`config.mk`:
```
export PLATFORM = sky130hd
export DESIGN_NAME = dma_descriptor_chain_builder
export DESIGN_NICKNAME = d
export VERILOG_FILES = /design/src/hdl/dmadcb_pkg.sv /design/src/hdl/dma_descriptor_chain_builder.sv /design/src/hdl/dmadcb_ctrl.sv /design/src/hdl/dmadcb_dp.sv
export SDC_FILE = /design/constraint.sdc
export NUM_CORES = 1
export LEC_CHECK = 0
export ABC_AREA = 0
export BUFFER_PORTS_ARGS = -buffer_cell sky130_fd_sc_hd__buf_2
export CAP_MARGIN = 25
export CORE_MARGIN = 8
export CORE_UTILIZATION = 50
export CTS_BUF_LIST = sky130_fd_sc_hd__clkbuf_2 sky130_fd_sc_hd__clkbuf_4 sky130_fd_sc_hd__clkbuf_8
export CTS_CLUSTER_DIAMETER = 80
export DETAILED_ROUTE_END_ITERATION = 12
export HOLD_SLACK_MARGIN = 0.03
export PLACE_DENSITY = 0.74
export SETUP_SLACK_MARGIN = 0.02
export SYNTH_ARGS = -nofsm -noshare
export SYNTH_HDL_FRONTEND = slang
export SYNTH_SLANG_ARGS = --single-unit
```
`constraint.sdc`:
```
create_clock -name i_clk -period 6 [get_ports i_clk]
set_input_delay 1.2 -clock i_clk [delete_from_list [all_inputs] [get_ports i_clk]]
set_output_delay 1.2 -clock i_clk [all_outputs]
set_load 0.01 [all_outputs]
```
`src/hdl/dmadcb_pkg.sv`:
```
// Shared constants, types and helpers of the descriptor chain builder.
package dmadcb_pkg;

    // Chain geometry.
    localparam int MAX_ITEMS   = 64;
    localparam int CHUNK_BYTES = 4095;
    localparam int LEN_LIMIT   = MAX_ITEMS * CHUNK_BYTES;
    localparam int DESC_STRIDE = 16;

    // Field widths.
    localparam int ADDR_W  = 32;
    localparam int COUNT_W = 18;
    localparam int IDX_W   = 6;
    localparam int WID_W   = 2;
    localparam int PERI_W  = 4;
    localparam int SIZE_W  = 19;

    // Stream payload widths.
    localparam int S_TDATA_W = 96;
    localparam int M_TDATA_W = 168;

    // Configuration port.
    localparam int   CFG_IDX_W = 1;
    localparam logic [CFG_IDX_W-1:0] CFG_LIST_BASE = 1'b0;
    localparam logic [CFG_IDX_W-1:0] CFG_DUMMY     = 1'b1;

    // Request kinds.
    localparam logic REQ_RX = 1'b0;
    localparam logic REQ_TX = 1'b1;

    // Flow control codes of the channel configuration word.
    localparam logic [3:0] FLOW_RX = 4'd2;
    localparam logic [3:0] FLOW_TX = 4'd1;

    typedef struct packed {
        logic load;   // latch a new request
        logic step;   // build one descriptor into the output register
    } t_cmd;

    typedef struct packed {
        logic fin;    // the descriptor built next is the final one
    } t_sts;

    function automatic logic [31:0] pack_control(
        input logic              irq,
        input logic              dinc,
        input logic              sinc,
        input logic              dmst,
        input logic              smst,
        input logic [WID_W-1:0]  dw,
        input logic [WID_W-1:0]  sw,
        input logic [1:0]        db,
        input logic [1:0]        sb,
        input logic [SIZE_W-1:0] size
    );
        return {irq, dinc, sinc, dmst, smst, dw, sw, db, sb, size};
    endfunction

    function automatic logic [31:0] pack_chcfg(
        input logic              tx,
        input logic [PERI_W-1:0] peri
    );
        logic [31:0] w;
        w = 32'h0300_C000;
        if (tx == REQ_TX) begin
            w = w | ({28'd0, FLOW_TX} << 11) | ({28'd0, peri} << 6);
        end else begin
            w = w | ({28'd0, FLOW_RX} << 11) | ({28'd0, peri} << 1);
        end
        return w;
    endfunction

endpackage

```
`src/hdl/dma_descriptor_chain_builder.sv`:
```
// Top level of the DMA linked-list descriptor chain builder.
//
// One transfer request on the slave stream becomes a chain of linked-list
// descriptors on the master stream, one transfer per descriptor, in chain
// order, with tlast on the final one. The byte count is cut into chunks of
// 4095 bytes; a count of zero gives one zero-length descriptor, and a count
// above 64 chunks gives a single transfer with the too_long flag set and
// all other fields zero. A request is latched into the working
// registers, then one descriptor is built per cycle, while the master side
// does not stall, by the chunk-step loop of the datapath (memory address,
// remaining count, link and index registers). A request yields
// ceil(byte_count / 4095) descriptors, or one for a zero count or a
// too-long request. The last descriptor sits in the
// output register while the next request is already accepted. The two
// configuration registers (list base, dummy word address) are written over
// the cfg channel, which is always ready; write them only while idle.
module dma_descriptor_chain_builder (
    input  logic                                i_clk,
    input  logic                                i_rst_n,
    // Configuration write channel.
    input  logic                                i_cfg_valid,
    output logic                                o_cfg_ready,
    input  logic [dmadcb_pkg::CFG_IDX_W-1:0]    i_cfg_index,
    input  logic [31:0]                         i_cfg_data,
    // Request stream.
    input  logic                                i_s_axis_tvalid,
    output logic                                o_s_axis_tready,
    // [31:0] periph_addr, [63:32] mem_addr, [81:64] byte_count,
    // [83:82] dst_wcode, [85:84] src_wcode, [89:86] peripheral, rest zero
    input  logic [dmadcb_pkg::S_TDATA_W-1:0]    i_s_axis_tdata,
    // [0] req_type
    input  logic                                i_s_axis_tuser,
    // Descriptor stream.
    output logic                                o_m_axis_tvalid,
    input  logic                                i_m_axis_tready,
    // [5:0] item_index, [37:6] src_ptr, [69:38] dst_ptr,
    // [101:70] next_link, [133:102] control_word,
    // [165:134] channel_config, rest zero
    output logic [dmadcb_pkg::M_TDATA_W-1:0]    o_m_axis_tdata,
    // last
    output logic                                o_m_axis_tlast,
    // [0] too_long
    output logic                                o_m_axis_tuser
);
    import dmadcb_pkg::*;

    t_cmd               cmd;
    t_sts               sts;
    logic [IDX_W-1:0]   item_index;
    logic [ADDR_W-1:0]  src_ptr, dst_ptr, next_link;
    logic [31:0]        control_word, channel_config;

    // Writes always complete at once.
    assign o_cfg_ready = 1'b1;

    dmadcb_ctrl u_ctrl (
        .i_clk       (i_clk),
        .i_rst_n     (i_rst_n),
        .i_req_valid (i_s_axis_tvalid),
        .o_req_ready (o_s_axis_tready),
        .o_out_valid (o_m_axis_tvalid),
        .i_out_ready (i_m_axis_tready),
        .i_sts       (sts),
        .o_cmd       (cmd)
    );

    dmadcb_dp u_dp (
        .i_clk            (i_clk),
        .i_rst_n          (i_rst_n),
        .i_cfg_we         (i_cfg_valid),
        .i_cfg_index      (i_cfg_index),
        .i_cfg_data       (i_cfg_data),
        .i_req_type       (i_s_axis_tuser),
        .i_periph_addr    (i_s_axis_tdata[31:0]),
        .i_mem_addr       (i_s_axis_tdata[63:32]),
        .i_byte_count     (i_s_axis_tdata[81:64]),
        .i_dst_wcode      (i_s_axis_tdata[83:82]),
        .i_src_wcode      (i_s_axis_tdata[85:84]),
        .i_peripheral     (i_s_axis_tdata[89:86]),
        .i_cmd            (cmd),
        .o_sts            (sts),
        .o_item_index     (item_index),
        .o_src_ptr        (src_ptr),
        .o_dst_ptr        (dst_ptr),
        .o_next_link      (next_link),
        .o_control_word   (control_word),
        .o_channel_config (channel_config),
        .o_last           (o_m_axis_tlast),
        .o_too_long       (o_m_axis_tuser)
    );

    // Pack the descriptor fields, lowest field first.
    assign o_m_axis_tdata = {2'b00, channel_config, control_word, next_link,
                             dst_ptr, src_ptr, item_index};

endmodule

```
`src/hdl/dmadcb_ctrl.sv`:
```
// Controller state machine of the descriptor chain builder.
module dmadcb_ctrl (
    input  logic             i_clk,
    input  logic             i_rst_n,
    input  logic             i_req_valid,
    output logic             o_req_ready,
    output logic             o_out_valid,
    input  logic             i_out_ready,
    input  dmadcb_pkg::t_sts i_sts,
    output dmadcb_pkg::t_cmd o_cmd
);
    import dmadcb_pkg::*;

    localparam logic ST_IDLE = 1'b0;
    localparam logic ST_GEN  = 1'b1;

    logic r_state, n_state;
    logic r_vld, n_vld;
    logic out_free;

    assign out_free    = !r_vld || i_out_ready;
    assign o_req_ready = (r_state == ST_IDLE);
    assign o_out_valid = r_vld;
    assign o_cmd.load  = i_req_valid && (r_state == ST_IDLE);
    assign o_cmd.step  = (r_state == ST_GEN) && out_free;

    always_comb begin
        n_state = r_state;
        unique case (r_state)
            ST_IDLE: begin
                if (o_cmd.load) n_state = ST_GEN;
            end
            ST_GEN: begin
                if (o_cmd.step && i_sts.fin) n_state = ST_IDLE;
            end
            default: n_state = ST_IDLE;
        endcase
    end

    always_comb begin
        n_vld = r_vld;
        if (o_cmd.step) begin
            n_vld = 1'b1;
        end else if (i_out_ready) begin
            n_vld = 1'b0;
        end
    end

    always_ff @(posedge i_clk) begin
        if (!i_rst_n) begin
            r_state <= ST_IDLE;
            r_vld   <= 1'b0;
        end else begin
            r_state <= n_state;
            r_vld   <= n_vld;
        end
    end

endmodule

```
`src/hdl/dmadcb_dp.sv`:
```
// Datapath of the descriptor chain builder: registers, working state, output register.
module dmadcb_dp (
    input  logic                              i_clk,
    input  logic                              i_rst_n,
    input  logic                              i_cfg_we,
    input  logic [dmadcb_pkg::CFG_IDX_W-1:0]  i_cfg_index,
    input  logic [31:0]                       i_cfg_data,
    input  logic                              i_req_type,
    input  logic [dmadcb_pkg::ADDR_W-1:0]     i_periph_addr,
    input  logic [dmadcb_pkg::ADDR_W-1:0]     i_mem_addr,
    input  logic [dmadcb_pkg::COUNT_W-1:0]    i_byte_count,
    input  logic [dmadcb_pkg::WID_W-1:0]      i_dst_wcode,
    input  logic [dmadcb_pkg::WID_W-1:0]      i_src_wcode,
    input  logic [dmadcb_pkg::PERI_W-1:0]     i_peripheral,
    input  dmadcb_pkg::t_cmd                  i_cmd,
    output dmadcb_pkg::t_sts                  o_sts,
    output logic [dmadcb_pkg::IDX_W-1:0]      o_item_index,
    output logic [dmadcb_pkg::ADDR_W-1:0]     o_src_ptr,
    output logic [dmadcb_pkg::ADDR_W-1:0]     o_dst_ptr,
    output logic [dmadcb_pkg::ADDR_W-1:0]     o_next_link,
    output logic [31:0]                       o_control_word,
    output logic [31:0]                       o_channel_config,
    output logic                              o_last,
    output logic                              o_too_long
);
    import dmadcb_pkg::*;

    // Configuration registers.
    logic [ADDR_W-1:0]  r_list_base, r_dummy;

    // Working state of the request in progress.
    logic               r_tx, r_inc, r_too_long;
    logic [ADDR_W-1:0]  r_paddr, r_mem, r_link;
    logic [COUNT_W-1:0] r_rest;
    logic [WID_W-1:0]   r_dw, r_sw;
    logic [31:0]        r_chcfg;
    logic [IDX_W-1:0]   r_idx;

    // Output register.
    logic [IDX_W-1:0]   r_o_idx;
    logic [ADDR_W-1:0]  r_o_src, r_o_dest, r_o_link;
    logic [31:0]        r_o_ctrl, r_o_chcfg;
    logic               r_o_last, r_o_too_long;

    logic               fin;
    logic [SIZE_W-1:0]  size;
    logic [31:0]        ctrl;

    assign fin       = r_too_long || (r_rest <= COUNT_W'(CHUNK_BYTES));
    assign o_sts.fin = fin;
    assign size      = fin ? SIZE_W'(r_rest) : SIZE_W'(CHUNK_BYTES);

    always_comb begin
        if (r_tx == REQ_TX) begin
            ctrl = pack_control(fin, 1'b0, r_inc, 1'b1, 1'b0, r_dw, r_sw,
                                {1'b0, fin}, {1'b0, fin}, size);
        end else begin
            ctrl = pack_control(fin, r_inc, 1'b0, 1'b0, 1'b1, r_dw, r_sw,
                                2'd1, 2'd1, size);
        end
    end

    always_ff @(posedge i_clk) begin
        if (!i_rst_n) begin
            r_list_base <= '0;
            r_dummy     <= '0;
        end else if (i_cfg_we) begin
            unique case (i_cfg_index)
                CFG_LIST_BASE: r_list_base <= i_cfg_data;
                CFG_DUMMY:     r_dummy     <= i_cfg_data;
                default: ;
            endcase
        end
    end

    always_ff @(posedge i_clk) begin
        if (i_cmd.load) begin
            r_tx       <= i_req_type;
            r_paddr    <= i_periph_addr;
            r_dw       <= i_dst_wcode;
            r_sw       <= i_src_wcode;
            r_rest     <= i_byte_count;
            r_too_long <= (i_byte_count > COUNT_W'(LEN_LIMIT));
            r_chcfg    <= pack_chcfg(i_req_type, i_peripheral);
            r_idx      <= '0;
            r_link     <= r_list_base + ADDR_W'(DESC_STRIDE);
            if (i_mem_addr != '0) begin
                r_mem <= i_mem_addr;
                r_inc <= 1'b1;
            end else begin
                r_mem <= r_dummy;
                r_inc <= 1'b0;
            end
        end else if (i_cmd.step) begin
            // Advance to the next chunk; unused after the final descriptor.
            r_mem  <= r_mem + ADDR_W'(CHUNK_BYTES);
            r_rest <= r_rest - COUNT_W'(CHUNK_BYTES);
            r_link <= r_link + ADDR_W'(DESC_STRIDE);
            r_idx  <= r_idx + IDX_W'(1);
        end
    end

    always_ff @(posedge i_clk) begin
        if (i_cmd.step) begin
            r_o_last     <= fin;
            r_o_too_long <= r_too_long;
            if (r_too_long) begin
                r_o_idx   <= '0;
                r_o_src   <= '0;
                r_o_dest  <= '0;
                r_o_link  <= '0;
                r_o_ctrl  <= '0;
                r_o_chcfg <= '0;
            end else begin
                r_o_idx   <= r_idx;
                r_o_src   <= (r_tx == REQ_TX) ? r_mem : r_paddr;
                r_o_dest  <= (r_tx == REQ_TX) ? r_paddr : r_mem;
                r_o_link  <= fin ? '0 : r_link;
                r_o_ctrl  <= ctrl;
                r_o_chcfg <= r_chcfg;
            end
        end
    end

    assign o_item_index     = r_o_idx;
    assign o_src_ptr        = r_o_src;
    assign o_dst_ptr        = r_o_dest;
    assign o_next_link      = r_o_link;
    assign o_control_word   = r_o_ctrl;
    assign o_channel_config = r_o_chcfg;
    assign o_last           = r_o_last;
    assign o_too_long       = r_o_too_long;

endmodule
```
Word-level counts from Yosys, hierarchy flattened --
Index checks and enable logic that the tools add are counted. Widths: inputs -> output; s select.
Storage, ports and cells: input bits 135, output and inout bits 173, register bits 393
Cells by class: add/sub/neg operators 5, reductions and logical operators 14, $lt $le $gt $ge 2, bitwise gates (word level) 3, mux-type cells 18
Operators by type and width (number):
- $mux 32 | 7
- $add 32x5->32 const B | 2
- $mux 18 | 3
- $add 32x12->32 const B | 1
- $reduce_bool 32->1 | 1
- $mux 29 | 1
- $gt 18x18->1 const B | 1
- $le 18x12->1 const B | 1
- $sub 18x12->18 const B | 1
- $mux 13 | 1
- $add 6x1->6 const B | 1
- $reduce_or 2->1 | 3
- $mux 1 | 5
- $reduce_and 2->1 | 2
- $reduce_bool 2->1 | 2
- $logic_and 1x1->1 | 3
- $not 1->1 | 3
- $logic_or 1x1->1 | 2
- $pmux 1 s2 | 1
- $logic_not 1->1 | 1

Logic depth before layout (Yosys ltp) --
word-level depth 6, mapped depth 15

Cells and area by module --
A second synthesis with hierarchy kept.
Second synthesis, totals: cell total of the unflattened synthesis 1294, area, all modules 15407.3 um2
By module, submodules not included:
- dmadcb_dp | instances 1, area each 15277.2 um2, cells an instance 1279
- dmadcb_ctrl | instances 1, area each 100.1 um2, cells an instance 10
- dma_descriptor_chain_builder | instances 1, area each 30.0 um2, cells an instance 5

Least setup slack after synthesis --
OpenSTA, ideal clock, no wires.
kind input to register, from input i_m_axis_tready, to register u_dp.r_idx[5], cell stages on the path 6, arrival time 5.278 ns, library setup time 0.073 ns, setup slack 0.649 ns, data required time 5.927 ns, cells stage by stage nand2b_1 nand2_1 inv_1 nand4_1 or3_1 a21oi_1
Between the ends: cells in the longest elaborated chain, start to end 2
Ends and longest elaborated chain:
- start: declaration | line dma_descriptor_chain_builder.sv:35 | input logic i_m_axis_tready,
- $logic_or 1x1->1 | line dmadcb_ctrl.sv:21 | assign out_free = !r_vld || i_out_ready;
- $logic_and 1x1->1 | line dmadcb_ctrl.sv:25 | assign o_cmd.step = (r_state == ST_GEN) && out_free;
- end signal: assignment | line dmadcb_dp.sv:99 | r_idx <= r_idx + IDX_W'(1);
- end: declaration | line dmadcb_dp.sv:37 | logic [IDX_W-1:0] r_idx;
Every way passes these cells. A chain may end at the register's enable or synchronous reset.

Worst setup path in the final report --
from input i_s_axis_tvalid, to register u_dp.r_link[31] (data pin)
Between the ends: cells in the longest elaborated chain, start to end 2
Ends and longest elaborated chain:
- start: declaration | line dma_descriptor_chain_builder.sv:26 | input logic i_s_axis_tvalid,
- $logic_and 1x1->1 | line dmadcb_ctrl.sv:24 | assign o_cmd.load = i_req_valid && (r_state == ST_IDLE);
- $mux 32 | line dmadcb_dp.sv:77 | if (i_cmd.load) begin
- end signal: assignment | line dmadcb_dp.sv:86 | r_link <= r_list_base + ADDR_W'(DESC_STRIDE);
- end signal: assignment | line dmadcb_dp.sv:98 | r_link <= r_link + ADDR_W'(DESC_STRIDE);
- end: declaration | line dmadcb_dp.sv:33 | logic [ADDR_W-1:0] r_paddr, r_mem, r_link;
Every way passes these cells.

==> impl_metrics.json <==
{
  "relSlewSlack": 0.389,
  "die-area_mm2": 0.0364,
  "clk_path_buf_depth": 3,
  "yosys_warnings": 0,
  "synth.distinct_cells": 49,
  "drv_cap": 0,
  "crit_chain": "buf_2 -> nand2b_4 -> buf_4 -> mux2i_1 -> nand4b_1 -> or3_1 -> nor3_1 -> xnor2_1",
  "worst_r2r_path_depth": 7,
  "cts_tree": "yes",
  "netlist_area_mm2": 0.0153,
  "hp-start": "u_dp.r_list_base[1]",
  "ir_drop_uv": 169,
  "num_rows": 64,
  "reg2reg_to": "u_dp.r_link[31]",
  "regArea_mm2": 0.00961,
  "num_vias": 10800,
  "power_leakage_nw": 7.19,
  "gp_congestion": 0.830,
  "clkLatencyLatePin_ns": 0.59,
  "antenna_found_initial": 9,
  "ys_ff_latch": 344,
  "critPathCapture": "u_dp.r_link[31]",
  "overflow": 0,
  "avgRoutedWirePerCell_um": 18.6,
  "first_pass_iters": 5,
  "cts_buffers": 56,
  "synthCells": 1297,
  "cts_setup_buffers": 0,
  "fin_crit_ns": 3.54,
  "die_h_um": 191,
  "synthFlopType": "edfxtp_1",
  "cts_hold_buf": 0,
  "critical_path.top_delay_family": "simple AND/OR/NAND/NOR gates",
  "crit_buf_inv": 2,
  "core_area_mm2": 0.0303,
  "cts_root_buffer": "clkbuf_8",
  "synth_top_area_frac": 0.534,
  "hp-class": "reg -> reg",
  "power.density_mw_per_mm2": 313,
  "skew_ns": 0.0103,
  "ctsResizeCount": 0,
  "htreeDepth": 2,
  "io_pins": 308,
  "worst_pin_slew_ns": 0.917,
  "drcViolationCount": 0,
  "via_per_inst": 5.31,
  "period_share": 0.591,
  "setup_tns_ns": 0,
  "grt_pass1_wl_mm": 57.4,
  "ys_seq_area_frac": 0.628,
  "syn2layout_area_growth_pct": 19.0,
  "r2r-start": "u_ctrl.r_state",
  "grt_use_total": 0.198,
  "synthArstFlopShare": 0,
  "synth_common_cells": "edfxtp_1 (272), nand2_1 (201), nor2_1 (117), mux2i_1 (100), dfxtp_1 (72)",
  "worstSetupPathDepth": 8,
  "ant_nets": 0,
  "max_stage_delay_ns": 0.68,
  "crit_arrival_ns": 3.87,
  "first_global_vias": 10900,
  "critical_path_class": "in -> reg",
  "required_ns": 6.33,
  "multi_input_area_mm2": 0.00526,
  "drive_gt1_frac": 0.251,
  "port_buffers": 277,
  "setup.worst_path.start": "i_s_axis_tvalid",
  "status": "completed",
  "reg2reg_slack_ns": 2.66,
  "hold_viol": 0,
  "fillers": 2581,
  "crit_slowest_cell": "buf_4",
  "cp-end-kind": "flip-flop",
  "maxSlewViolCount": 0,
  "numClockSinks": 344,
  "rsz0062_at_grt": "no",
  "synth_area_leaders": "edfxtp_1 (53%), dfxtp_1 (9.4%), mux2i_1 (6.5%)",
  "first_iter_violations": 602,
  "fin_util": 0.600,
  "timing.fmax_mhz": 282,
  "nNetsFinal": 1715,
  "syn_area_per_cell_um2": 11.8,
  "cp_max_fo": 58,
  "critPathLaunchType": "input port",
  "setup_viol": 0,
  "yosysTopAreaCell": "edfxtp_1",
  "clkTransAtPathRegs_ns": 0.06,
  "initial_core_util": 0.504,
  "dp_hpwl_mm": 26.5,
  "drt-total-wl_mm": 37.7,
  "die_width_um": 191,
  "synth_edf_count": 272,
  "synth_most_common_cell": "edfxtp_1",
  "grt_max_degree": 119
}
==> through the flow <==
stage / setup WS [ns] / hold slack [ns] / instances / power [mW] / cell area [um^2]
detailed placement: 1.84 / 0.419 / 1909 / 3.70 / 16900
CTS: 2.47 / 0.434 / 2015 / 5.75 / 18100
floorplan: 0.649 / 0.408 / 1325 / 3.44 / 15400
global route: 2.32 / 0.463 / 2022 / 5.94 / 18200
finish: 2.46 / 0.431 / 2026 / 5.69 / 18200
global placement: 1.89 / 0.415 / 1908 / 3.67 / 16900
==> flip-flops by register name (all words and copies together), names as in the netlist, 2 cells and up <==
| register | count |
|---|---|
| u_dp.o_channel_config | 10 |
| u_dp.o_control_word | 28 |
| u_dp.o_dst_ptr | 32 |
| u_dp.o_item_index | 6 |
| u_dp.o_next_link | 32 |
| u_dp.o_src_ptr | 32 |
| u_dp.r_chcfg | 10 |
| u_dp.r_dummy | 32 |
| u_dp.r_dw | 2 |
| u_dp.r_idx | 6 |
| u_dp.r_link | 32 |
| u_dp.r_list_base | 32 |
| u_dp.r_mem | 32 |
| u_dp.r_paddr | 32 |
| u_dp.r_rest | 18 |
| u_dp.r_sw | 2 |
==> area by class of cell <==
cell class	instances	area share
antenna	6	0.000825
clock buffer	81	0.0551
clock inverter	25	0.00791
inverter	14	0.00316
multi-input combinational	867	0.289
sequential	344	0.528
tap	396	0.0272
timing repair buffer	293	0.0890
==> placed cells by master, fill, tap and decap left out, drive strengths merged, types with 2 or more instances in the layout <==
master and n:
nand2 201, o21a 2, conb 30, o211ai 2, clkinv 22, nand4 16
a21oi 37, nor2b 28, or3 4, and4 2, clkbuf 81, nor3 15
xor2 34, and2 11, ha 4, dfxtp 72, and3 40, nand4b 3
diode 6, nand3b 2, edfxtp 272, nand2b 10, buf 293, xnor2 40
nand3 21, a31oi 4, clkinvlp 2, inv 14, mux2i 101, nor4 16
o21ai 25, a211oi 25, a21boi 66, nor2 117
==> report_power, final <==
part	total, mW	switching, mW	leakage (nW)	internal, mW
registers	2.99	0.152	3.22	2.84
logic	0.664	0.390	3.36	0.275
clock network	2.04	0.921	0.615	1.12
==> metal layers <==
layer  wire [um]  up-vias  global-route usage
li1            -     5136                   -
met1       15500     5139               0.244
met2       18000      395               0.328
met3        3150       78              0.0549
met4         963       12              0.0728
met5          82        -                   0
==> worst min path at each step <==
stage | to | slack, ns | depth (start not counted)
detailed placement | u_dp.r_link[1] | 0.42 | 0
floorplan | u_dp.r_link[0] | 0.41 | 0
global route | u_dp.r_link[3] | 0.46 | 0
CTS | u_dp.r_link[1] | 0.43 | 0
global placement | u_dp.r_link[3] | 0.42 | 0
finish | u_dp.r_link[1] | 0.43 | 0
==> kinds of logic (layout without fill, tap and decap cells) <==
group,count (synthesis),after routing,share of synthesized area
AND/OR/NAND/NOR,491,491,0.150
other,2,36,0.000491
buffers and inverters,114,413,0.0360
XOR/XNOR,74,74,0.0424
adder cells (fa/ha/maj),4,4,0.00327
multiplexers,102,102,0.0671
flip-flops,344,344,0.628
AO/OA/AOI/OAI,166,166,0.0721
Power figures use the tool's default switching activity.
